### src/hw/rtl/crs_pkg.sv
// Package for the chunk reassembly scoreboard: shared types, codes and defaults.
`timescale 1ns / 1ps
`default_nettype none

package crs_pkg;

  localparam int MAX_CHUNKS_DEF      = 64;
  localparam int BYTE_COUNT_BITS_DEF = 32;

  // Field widths fixed by the interface
  localparam int OP_W    = 2;
  localparam int SEQ_W   = 8;
  localparam int LEN_W   = 16;
  localparam int TOTB_W  = 32;
  localparam int CNT_W   = 7;
  localparam int BYTES_W = 32;
  localparam int MASK_W  = 64;

  typedef enum logic [OP_W-1:0] {
    OP_CLEAR  = 2'd0,
    OP_ADD    = 2'd1,
    OP_FINISH = 2'd2
  } op_t;

  typedef enum logic [2:0] {
    ST_ACCEPTED         = 3'd0,
    ST_DUPLICATE        = 3'd1,
    ST_ALREADY_COMPLETE = 3'd2,
    ST_BEYOND_EXPECTED  = 3'd3,
    ST_BEYOND_CAPACITY  = 3'd4,
    ST_TOTALS_SET       = 3'd5,
    ST_EXTENT_EXCEEDS   = 3'd6,
    ST_CLEARED          = 3'd7
  } status_t;

  typedef struct packed {
    logic [OP_W-1:0]   opcode;
    logic [SEQ_W-1:0]  seqno;
    logic [LEN_W-1:0]  chunk_len;
    logic [TOTB_W-1:0] total_bytes;
    logic [CNT_W-1:0]  total_chunks;
  } item_t;

  typedef struct packed {
    status_t            status;
    logic               done_res;
    logic [CNT_W-1:0]   chunks_seen;
    logic [BYTES_W-1:0] bytes_seen;
    logic [CNT_W-1:0]   chunk_extent;
    logic [MASK_W-1:0]  missing_mask;
  } result_t;

endpackage

`default_nettype wire

### src/hw/rtl/crs_in_reg.sv
// Input register stage of the chunk reassembly scoreboard.
`timescale 1ns / 1ps
`default_nettype none

module crs_in_reg
  import crs_pkg::*;
(
  input  wire logic  clk,
  input  wire logic  rst,
  input  wire logic  in_valid,
  output logic       in_ready,
  input  wire item_t item_in,
  input  wire logic  down_ready,
  output logic       stage_valid,
  output logic       stage_fire,
  output item_t      item
);

  assign stage_fire = stage_valid && down_ready;
  assign in_ready   = !stage_valid || down_ready;

  always_ff @(posedge clk) begin
    if (rst) begin
      stage_valid <= 1'b0;
    end else if (in_valid && in_ready) begin
      stage_valid <= 1'b1;
    end else if (stage_fire) begin
      stage_valid <= 1'b0;
    end
  end

  always_ff @(posedge clk) begin
    if (in_valid && in_ready) begin
      item <= item_in;
    end
  end

endmodule

`default_nettype wire

### src/hw/rtl/crs_core.sv
// Scoreboard state and the single-pass update and result logic.
`timescale 1ns / 1ps
`default_nettype none

module crs_core
  import crs_pkg::*;
#(
  parameter int MAX_CHUNKS      = MAX_CHUNKS_DEF,
  parameter int BYTE_COUNT_BITS = BYTE_COUNT_BITS_DEF
) (
  input  wire logic  clk,
  input  wire logic  rst,
  input  wire logic  fire,
  input  wire item_t item,
  output result_t    res
);

  localparam int CMP_W = (BYTE_COUNT_BITS > TOTB_W) ? BYTE_COUNT_BITS : TOTB_W;
  localparam logic [SEQ_W-1:0] SEQ_CAP = SEQ_W'(MAX_CHUNKS);

  logic [MAX_CHUNKS-1:0]      received_map, received_map_next;
  logic [CNT_W-1:0]           extent_count, extent_count_next;
  logic [CNT_W-1:0]           chunk_count, chunk_count_next;
  logic [BYTE_COUNT_BITS-1:0] byte_count, byte_count_next;
  logic [TOTB_W-1:0]          exp_bytes, exp_bytes_next;
  logic [CNT_W-1:0]           exp_chunks, exp_chunks_next;
  logic                       totals_known, totals_known_next;
  logic                       finished, finished_next;

  logic [MAX_CHUNKS-1:0]      seq_hit;
  logic                       dup;
  logic                       complete_now;
  logic [BYTE_COUNT_BITS:0]   byte_sum;
  logic [CNT_W-1:0]           seq_end;
  logic [CNT_W-1:0]           limit;
  logic [MAX_CHUNKS-1:0]      missing;
  logic [CMP_W-1:0]           bytes_wide;
  status_t                    status;

  function automatic logic complete_f(
    input logic [MAX_CHUNKS-1:0]      map,
    input logic [CNT_W-1:0]           ext,
    input logic [CNT_W-1:0]           cnt,
    input logic [BYTE_COUNT_BITS-1:0] bc,
    input logic [TOTB_W-1:0]          eb,
    input logic [CNT_W-1:0]           ec,
    input logic                       tk,
    input logic                       fin
  );
    logic gap;
    gap = 1'b0;
    for (int i = 0; i < MAX_CHUNKS; i++) begin
      if (!map[i] && (CNT_W'(i) < ext)) gap = 1'b1;
    end
    return tk && fin && (CMP_W'(bc) == CMP_W'(eb)) && (cnt == ec) && !gap;
  endfunction

  always_comb begin
    for (int i = 0; i < MAX_CHUNKS; i++) begin
      seq_hit[i] = (item.seqno == SEQ_W'(i));
    end
  end

  assign dup          = |(received_map & seq_hit);
  assign complete_now = complete_f(received_map, extent_count, chunk_count, byte_count,
                                   exp_bytes, exp_chunks, totals_known, finished);
  assign byte_sum     = {1'b0, byte_count} + (BYTE_COUNT_BITS + 1)'(item.chunk_len);
  assign seq_end      = CNT_W'(item.seqno) + CNT_W'(1);

  always_comb begin
    received_map_next = received_map;
    extent_count_next = extent_count;
    chunk_count_next  = chunk_count;
    byte_count_next   = byte_count;
    exp_bytes_next    = exp_bytes;
    exp_chunks_next   = exp_chunks;
    totals_known_next = totals_known;
    finished_next     = finished;
    status            = ST_ACCEPTED;
    unique case (item.opcode)
      OP_CLEAR: begin
        received_map_next = '0;
        extent_count_next = '0;
        chunk_count_next  = '0;
        byte_count_next   = '0;
        exp_bytes_next    = '0;
        exp_chunks_next   = '0;
        totals_known_next = 1'b0;
        finished_next     = 1'b0;
        status            = ST_CLEARED;
      end
      OP_ADD: begin
        priority if (complete_now) begin
          status = ST_ALREADY_COMPLETE;
        end else if (totals_known && (item.seqno >= SEQ_W'(exp_chunks))) begin
          status = ST_BEYOND_EXPECTED;
        end else if (item.seqno >= SEQ_CAP) begin
          status = ST_BEYOND_CAPACITY;
        end else if (dup) begin
          status = ST_DUPLICATE;
        end else begin
          received_map_next = received_map | seq_hit;
          chunk_count_next  = chunk_count + CNT_W'(1);
          // saturate at all ones
          byte_count_next   = byte_sum[BYTE_COUNT_BITS] ? '1
                                                        : byte_sum[BYTE_COUNT_BITS-1:0];
          if (seq_end > extent_count) extent_count_next = seq_end;
        end
      end
      OP_FINISH: begin
        if (complete_now) begin
          status = ST_ALREADY_COMPLETE;
        end else begin
          finished_next = 1'b1;
          if (totals_known) begin
            status = ST_TOTALS_SET;
          end else begin
            exp_bytes_next    = item.total_bytes;
            exp_chunks_next   = item.total_chunks;
            totals_known_next = 1'b1;
            status = (extent_count > item.total_chunks) ? ST_EXTENT_EXCEEDS : ST_ACCEPTED;
          end
        end
      end
      default: begin
        status = ST_ACCEPTED;
      end
    endcase
  end

  always_comb begin
    limit = extent_count_next;
    if (totals_known_next && (exp_chunks_next > limit)) limit = exp_chunks_next;
    for (int i = 0; i < MAX_CHUNKS; i++) begin
      missing[i] = !received_map_next[i] && (CNT_W'(i) < limit);
    end
  end

  assign bytes_wide = CMP_W'(byte_count_next);

  always_comb begin
    res.status       = status;
    res.done_res     = complete_f(received_map_next, extent_count_next, chunk_count_next,
                                  byte_count_next, exp_bytes_next, exp_chunks_next,
                                  totals_known_next, finished_next);
    res.chunks_seen  = chunk_count_next;
    res.bytes_seen   = bytes_wide[BYTES_W-1:0];
    res.chunk_extent = extent_count_next;
    res.missing_mask = MASK_W'(missing);
  end

  always_ff @(posedge clk) begin
    if (rst) begin
      received_map <= '0;
      extent_count <= '0;
      chunk_count  <= '0;
      byte_count   <= '0;
      exp_bytes    <= '0;
      exp_chunks   <= '0;
      totals_known <= 1'b0;
      finished     <= 1'b0;
    end else if (fire) begin
      received_map <= received_map_next;
      extent_count <= extent_count_next;
      chunk_count  <= chunk_count_next;
      byte_count   <= byte_count_next;
      exp_bytes    <= exp_bytes_next;
      exp_chunks   <= exp_chunks_next;
      totals_known <= totals_known_next;
      finished     <= finished_next;
    end
  end

endmodule

`default_nettype wire

### src/hw/rtl/crs_out_reg.sv
// Result register stage of the chunk reassembly scoreboard.
`timescale 1ns / 1ps
`default_nettype none

module crs_out_reg
  import crs_pkg::*;
(
  input  wire logic    clk,
  input  wire logic    rst,
  input  wire logic    load,
  input  wire result_t res_in,
  output logic         up_ready,
  output logic         out_valid,
  input  wire logic    out_ready,
  output result_t      res
);

  assign up_ready = !out_valid || out_ready;

  always_ff @(posedge clk) begin
    if (rst) begin
      out_valid <= 1'b0;
    end else if (load) begin
      out_valid <= 1'b1;
    end else if (out_ready) begin
      out_valid <= 1'b0;
    end
  end

  always_ff @(posedge clk) begin
    if (load) begin
      res <= res_in;
    end
  end

endmodule

`default_nettype wire

### src/hw/rtl/chunk_reassembly_scoreboard_unit.sv
// Top level of the chunk reassembly scoreboard.
//
//  channel | direction | handshake            | payload
//  --------+-----------+----------------------+--------------------------------------------
//  in      | input     | in_valid / in_ready  | opcode seqno chunk_len total_bytes
//          |           |                      | total_chunks
//  out     | output    | out_valid/out_ready  | status done_res chunks_seen bytes_seen
//          |           |                      | chunk_extent missing_mask
//
// One transaction per cycle sustained while out_ready stays high; each transaction is registered
// in the input register, then its result in the result register, and a stall can come between.
// The bitmap update, counter update and missing-mask reduction are combinational between the
// input register and the result register.
// Synchronous reset clears the scoreboard state and both stage valid flags.
// A stalled result holds in the output register while one further transaction waits in the
// input register; in_ready drops only when both are full and out_ready is low.
`timescale 1ns / 1ps
`default_nettype none

module chunk_reassembly_scoreboard_unit
  import crs_pkg::*;
#(
  parameter int MAX_CHUNKS      = MAX_CHUNKS_DEF,
  parameter int BYTE_COUNT_BITS = BYTE_COUNT_BITS_DEF
) (
  input  wire logic                clk,
  input  wire logic                rst,
  input  wire logic                in_valid,
  output logic                     in_ready,
  input  wire logic [OP_W-1:0]     opcode,
  input  wire logic [SEQ_W-1:0]    seqno,
  input  wire logic [LEN_W-1:0]    chunk_len,
  input  wire logic [TOTB_W-1:0]   total_bytes,
  input  wire logic [CNT_W-1:0]    total_chunks,
  output logic                     out_valid,
  input  wire logic                out_ready,
  output logic [2:0]               status,
  output logic                     done_res,
  output logic [CNT_W-1:0]         chunks_seen,
  output logic [BYTES_W-1:0]       bytes_seen,
  output logic [CNT_W-1:0]         chunk_extent,
  output logic [MASK_W-1:0]        missing_mask
);

  item_t   item_in;
  item_t   item;
  result_t res_core;
  result_t res;
  logic    stage_valid;
  logic    stage_fire;
  logic    up_ready;

  assign item_in.opcode       = opcode;
  assign item_in.seqno        = seqno;
  assign item_in.chunk_len    = chunk_len;
  assign item_in.total_bytes  = total_bytes;
  assign item_in.total_chunks = total_chunks;

  crs_in_reg u_in_reg (
    .clk         (clk),
    .rst         (rst),
    .in_valid    (in_valid),
    .in_ready    (in_ready),
    .item_in     (item_in),
    .down_ready  (up_ready),
    .stage_valid (stage_valid),
    .stage_fire  (stage_fire),
    .item        (item)
  );

  crs_core #(
    .MAX_CHUNKS      (MAX_CHUNKS),
    .BYTE_COUNT_BITS (BYTE_COUNT_BITS)
  ) u_core (
    .clk  (clk),
    .rst  (rst),
    .fire (stage_fire),
    .item (item),
    .res  (res_core)
  );

  crs_out_reg u_out_reg (
    .clk       (clk),
    .rst       (rst),
    .load      (stage_fire),
    .res_in    (res_core),
    .up_ready  (up_ready),
    .out_valid (out_valid),
    .out_ready (out_ready),
    .res       (res)
  );

  assign status       = res.status;
  assign done_res     = res.done_res;
  assign chunks_seen  = res.chunks_seen;
  assign bytes_seen   = res.bytes_seen;
  assign chunk_extent = res.chunk_extent;
  assign missing_mask = res.missing_mask;

  // A cleared result reports an empty scoreboard
  a_clear_empty: assert property (@(posedge clk) disable iff (rst)
    (out_valid && res.status == ST_CLEARED) |->
      (chunks_seen == '0 && bytes_seen == '0 && chunk_extent == '0 &&
       missing_mask == '0 && !done_res))
    else $error("cleared result does not report an empty scoreboard");

  // A complete message has no gaps and its chunks fill the extent exactly
  a_done_no_gap: assert property (@(posedge clk) disable iff (rst)
    (out_valid && done_res) |-> (missing_mask == '0 && chunks_seen == chunk_extent))
    else $error("completion reported with missing chunks");

  // Distinct chunks never outnumber the extent
  a_count_in_extent: assert property (@(posedge clk) disable iff (rst)
    out_valid |-> (chunks_seen <= chunk_extent))
    else $error("chunk count exceeds extent");

  // A transaction leaving the input stage lands in the result register
  a_stage_to_out: assert property (@(posedge clk) disable iff (rst)
    stage_fire |=> out_valid)
    else $error("transaction lost between input and result stage");

endmodule

`default_nettype wire

### config.mk
export PLATFORM = sky130hd
export DESIGN_NAME = chunk_reassembly_scoreboard_unit
export DESIGN_NICKNAME = d
export VERILOG_FILES = /design/src/hw/rtl/crs_pkg.sv /design/src/hw/rtl/crs_in_reg.sv /design/src/hw/rtl/crs_core.sv /design/src/hw/rtl/crs_out_reg.sv /design/src/hw/rtl/chunk_reassembly_scoreboard_unit.sv
export SDC_FILE = /design/constraint.sdc
export NUM_CORES = 1
export LEC_CHECK = 0
export ABC_CLOCK_PERIOD_IN_PS = 11300
export BUFFER_PORTS_ARGS = -buffer_cell sky130_fd_sc_hd__buf_4
export CAP_MARGIN = 20
export CORE_MARGIN = 2
export CORE_UTILIZATION = 45
export CTS_CLUSTER_SIZE = 28
export DETAILED_ROUTE_END_ITERATION = 16
export GPL_ROUTABILITY_DRIVEN = 0
export SLEW_MARGIN = 0
export SYNTH_ARGS = -nofsm -noshare
export SYNTH_HDL_FRONTEND = slang
export SYNTH_SLANG_ARGS = --single-unit
### constraint.sdc
create_clock -name clk -period 11.3 [get_ports clk]
set_input_delay 1.695 -clock clk [delete_from_list [all_inputs] [get_ports clk]]
set_output_delay 1.695 -clock clk [all_outputs]
set_load 0.005 [all_outputs]
==> run metrics <==
Buf+Inv Stages, Crit Path=3; Largest stage delay, worst path=~880 ps; NumNets Final=2396; Root Driver=clkbuf_16; synth unique cells=109; Mean Syn Cell Area=8.90 µm²; Final Max Tran Viols=0; critical path launch point type=register; Die Width=211 µm; Max Cap Viol=0; Initial Util=0.458; Overflow after GRT=0; Worst EP required=~12000 ps; Worst slew margin=0.255; vias per cell=6.60; Pleak=8.03 nW; Seq cells post-synth=around 330; final WL=77300 µm; IO Port Bufs=between 150 and 200; RSZ-0062 raised after global routing=false; dpl cells=2772; final number of hold-violating endpoints=0; die area=44400 µm²; CTS clk-pin slew, worst paths=60 ps; met1 Use GR=0.448; Tot GR Track Use=0.343; TritonCTS clock tree=built; drt first pass iters=7; first-pass GRT wire length=114000 µm; most used cell, CP=ha_1; cts hold-fix bufs=0; Setup crit end kind=register; layout cells sized above 1=0.153; Clock Latency Late Sink=~600 ps; Die Height=between 200 and 250 µm; Iteration-0 DRC Markers=2605; post-route ant nets=0; pin count of the biggest net entering global routing=100; Fin Clk Skew=21.0 ps; fin cells=2847; H-Tree Depth=2; GR Util met2=0.518; IO Count=185; Fmax=0.121 GHz; buffer count from post-CTS setup fixing=0; core area=between 40000 and 50000 µm²; post-synthesis instance area=between 15000 and 20000 µm²; Synth Flop Type=edfxtp_1; Arrival @ worst endpoint=approximately 8500 ps; WS Path Type=reg2reg; Avg WL per Cell=roughly 27 µm; Clock Sinks=332; synth warn=0; Final setup viols=0; Crit Path Max Fanout=28; Clock Path Buffers=3; cells after synthesis=2162; ys async rst share=0; PwrDens=approximately 150 nW/µm²; initial antenna violation count=2; DR vias=18800; slowest stage cell, crit path=ha_1; delay-heaviest family, CP=simple AND/OR/NAND/NOR gates; area grow syn2layout=16.1%; worst vdd ir=0.103 mV; run status=completed; post-synthesis sequential area ratio=0.438; Post-Syn Nets=2281; Post-synth EDFFs=179; Detailed Place HPWL=55700 µm; std cell rows=75; vias in the first global route=roughly 17000; final period utilization=0.728; Hold WC Path Type=reg2reg; GR Layer Usage met3=0.0830; Top Usage Layer GRT=met2; Worst-Margin Slew=approximately 1100 ps; CTS buffer count=38; final setup TNS=0 ps; min cycle time layout=about 8000 ps; DRC=0; PostCTS Resize Cnt=0
==> flip-flops by register name, indices dropped and copies added, names as in the netlist <==
| register | cells |
|---|---|
| u_core.exp_bytes | 32 |
| u_in_reg.item | 65 |
| u_core.chunk_count | 7 |
| u_out_reg.out_valid | 1 |
| u_core.extent_count | 7 |
| u_core.received_map | 64 |
| u_core.finished | 1 |
| u_out_reg.res | 114 |
| u_core.exp_chunks | 7 |
| u_core.totals_known | 1 |
| u_in_reg.stage_valid | 1 |
| u_core.byte_count | 32 |
==> placed cells by master, fill, tap and decap left out, types with 8 or more instances in the layout <==
cell,Yosys,routed
nor3_1,47,46
clkbuf_16,0,41
a41oi_1,16,16
inv_1,64,63
a21oi_1,248,248
o21ai_0,68,68
nor4_1,26,26
o22ai_1,8,8
and3_1,25,25
a22o_1,11,11
xnor2_1,72,72
ha_1,49,49
a22oi_1,58,58
edfxtp_1,179,179
buf_4,5,217
a21o_1,16,16
nor2b_1,13,13
clkinv_1,2,8
o211ai_1,16,16
nand3_1,35,35
a32oi_1,34,34
a31oi_1,38,37
nand2b_1,19,18
nand4_1,37,37
nand2_1,233,233
o21a_1,13,13
a211oi_1,59,59
nor2_1,252,251
and2_1,17,16
xor2_1,17,17
o2111ai_1,10,10
o31ai_1,11,11
or3_1,8,8
dfxtp_1,153,153
==> synth_stat cells (25+ instances only) <==
cell | count | share of area
a32oi_1 | 34 | 0.015
buf_2 | 30 | 0.0078
nor2_1 | 252 | 0.049
nor3_1 | 47 | 0.012
nand4_1 | 37 | 0.012
nand2_1 | 233 | 0.045
edfxtp_1 | 179 | 0.28
inv_1 | 64 | 0.012
a31oi_1 | 38 | 0.012
dfxtp_1 | 153 | 0.16
a21oi_1 | 248 | 0.064
clkbuf_1 | 93 | 0.018
a211oi_1 | 59 | 0.023
and3_1 | 25 | 0.0081
o21ai_0 | 68 | 0.018
a22oi_1 | 58 | 0.023
nand3_1 | 35 | 0.0091
nor4_1 | 26 | 0.0085
xnor2_1 | 72 | 0.033
ha_1 | 49 | 0.032
==> path summary, 6_finish.rpt <==
kind	startpoint	to	slack [ps]	depth (start not counted)
max reg2reg	u_in_reg.item[56]	u_out_reg.res[5]	3070	27
min reg2reg	u_core.finished	u_core.finished	450	2
max	u_in_reg.item[56]	u_out_reg.res[5]	3070	27
min	u_core.finished	u_core.finished	450	2
==> stage by stage <==
| step | area, µm² | power (mW) | setup slack [ps] | utilization | hold WS [ps] |
|---|---|---|---|---|---|
| after global placement | 21000 | 1.94 | 3580 | 0.498 | 431 |
| after CTS | 22300 | 3.29 | 3280 | 0.531 | 444 |
| after floorplan | 19200 | 1.75 | 4590 | - | 421 |
| after global routing | 22300 | 3.40 | 2460 | 0.532 | 468 |
| after detailed placement | 21000 | 1.95 | 3340 | 0.498 | 435 |
| final | 22300 | 3.30 | 3070 | 0.532 | 446 |
==> worst reg2reg max path, stage by stage, from the launching register on <==
cell	delay, ps
edfxtp_1	420
ha_1	880
and3_1	550
nand3_1	160
xnor2_1	450
ha_1	340
nand4_1	100
o22a_1	140
o31ai_1	120
or4_4	590
nor2_4	320
a22oi_1	150
buf_4	250
ha_1	310
nor2b_1	140
o21a_1	160
o21a_1	180
o21ai_0	180
nand2b_1	80
a21oi_1	140
nor2b_1	60
o221ai_1	190
buf_4	250
mux2i_2	410
inv_1	150
or3_1	580
nor2_1	450
a21boi_0	220
==> where the power goes <==
part | total (mW) | switching, mW | leakage [nW] | internal, mW
Sequential | 1.40 | 0.0498 | 2.97 | 1.35
Combinational | 0.549 | 0.354 | 4.41 | 0.196
Clock | 1.35 | 0.531 | 0.650 | 0.820
Total | 3.30 | 0.935 | 8.03 | 2.36
==> per-layer routing <==
layer | routed length, µm | up-vias
met5 | 16 | -
met4 | 5330 | 2
met3 | 8740 | 307
met2 | 33600 | 1316
met1 | 29600 | 8874
li1 | - | 8299
==> area by class of cell <==
class	instances	area, µm²
diodes	1	2.50
clock buffers	44	1040
repair buffers	222	1670
clock inverters	26	319
well taps	539	674
flip-flops and latches	332	8440
inverters	69	272
fillers	3870	19700
multi-input cells	1614	9940
==> cells by family (layout without fill, tap and decap cells) <==
kind of cell,after synthesis,count (layout),share of synthesized area
simple gates,773,773,0.194
compound gates,692,692,0.241
flops,332,332,0.438
buf+inv,216,361,0.0473
xor+xnor,89,89,0.0405
fa+ha+maj,52,52,0.0339
mux,8,8,0.00468
other cells,0,1,0
Power figures use the tool's default switching activity.
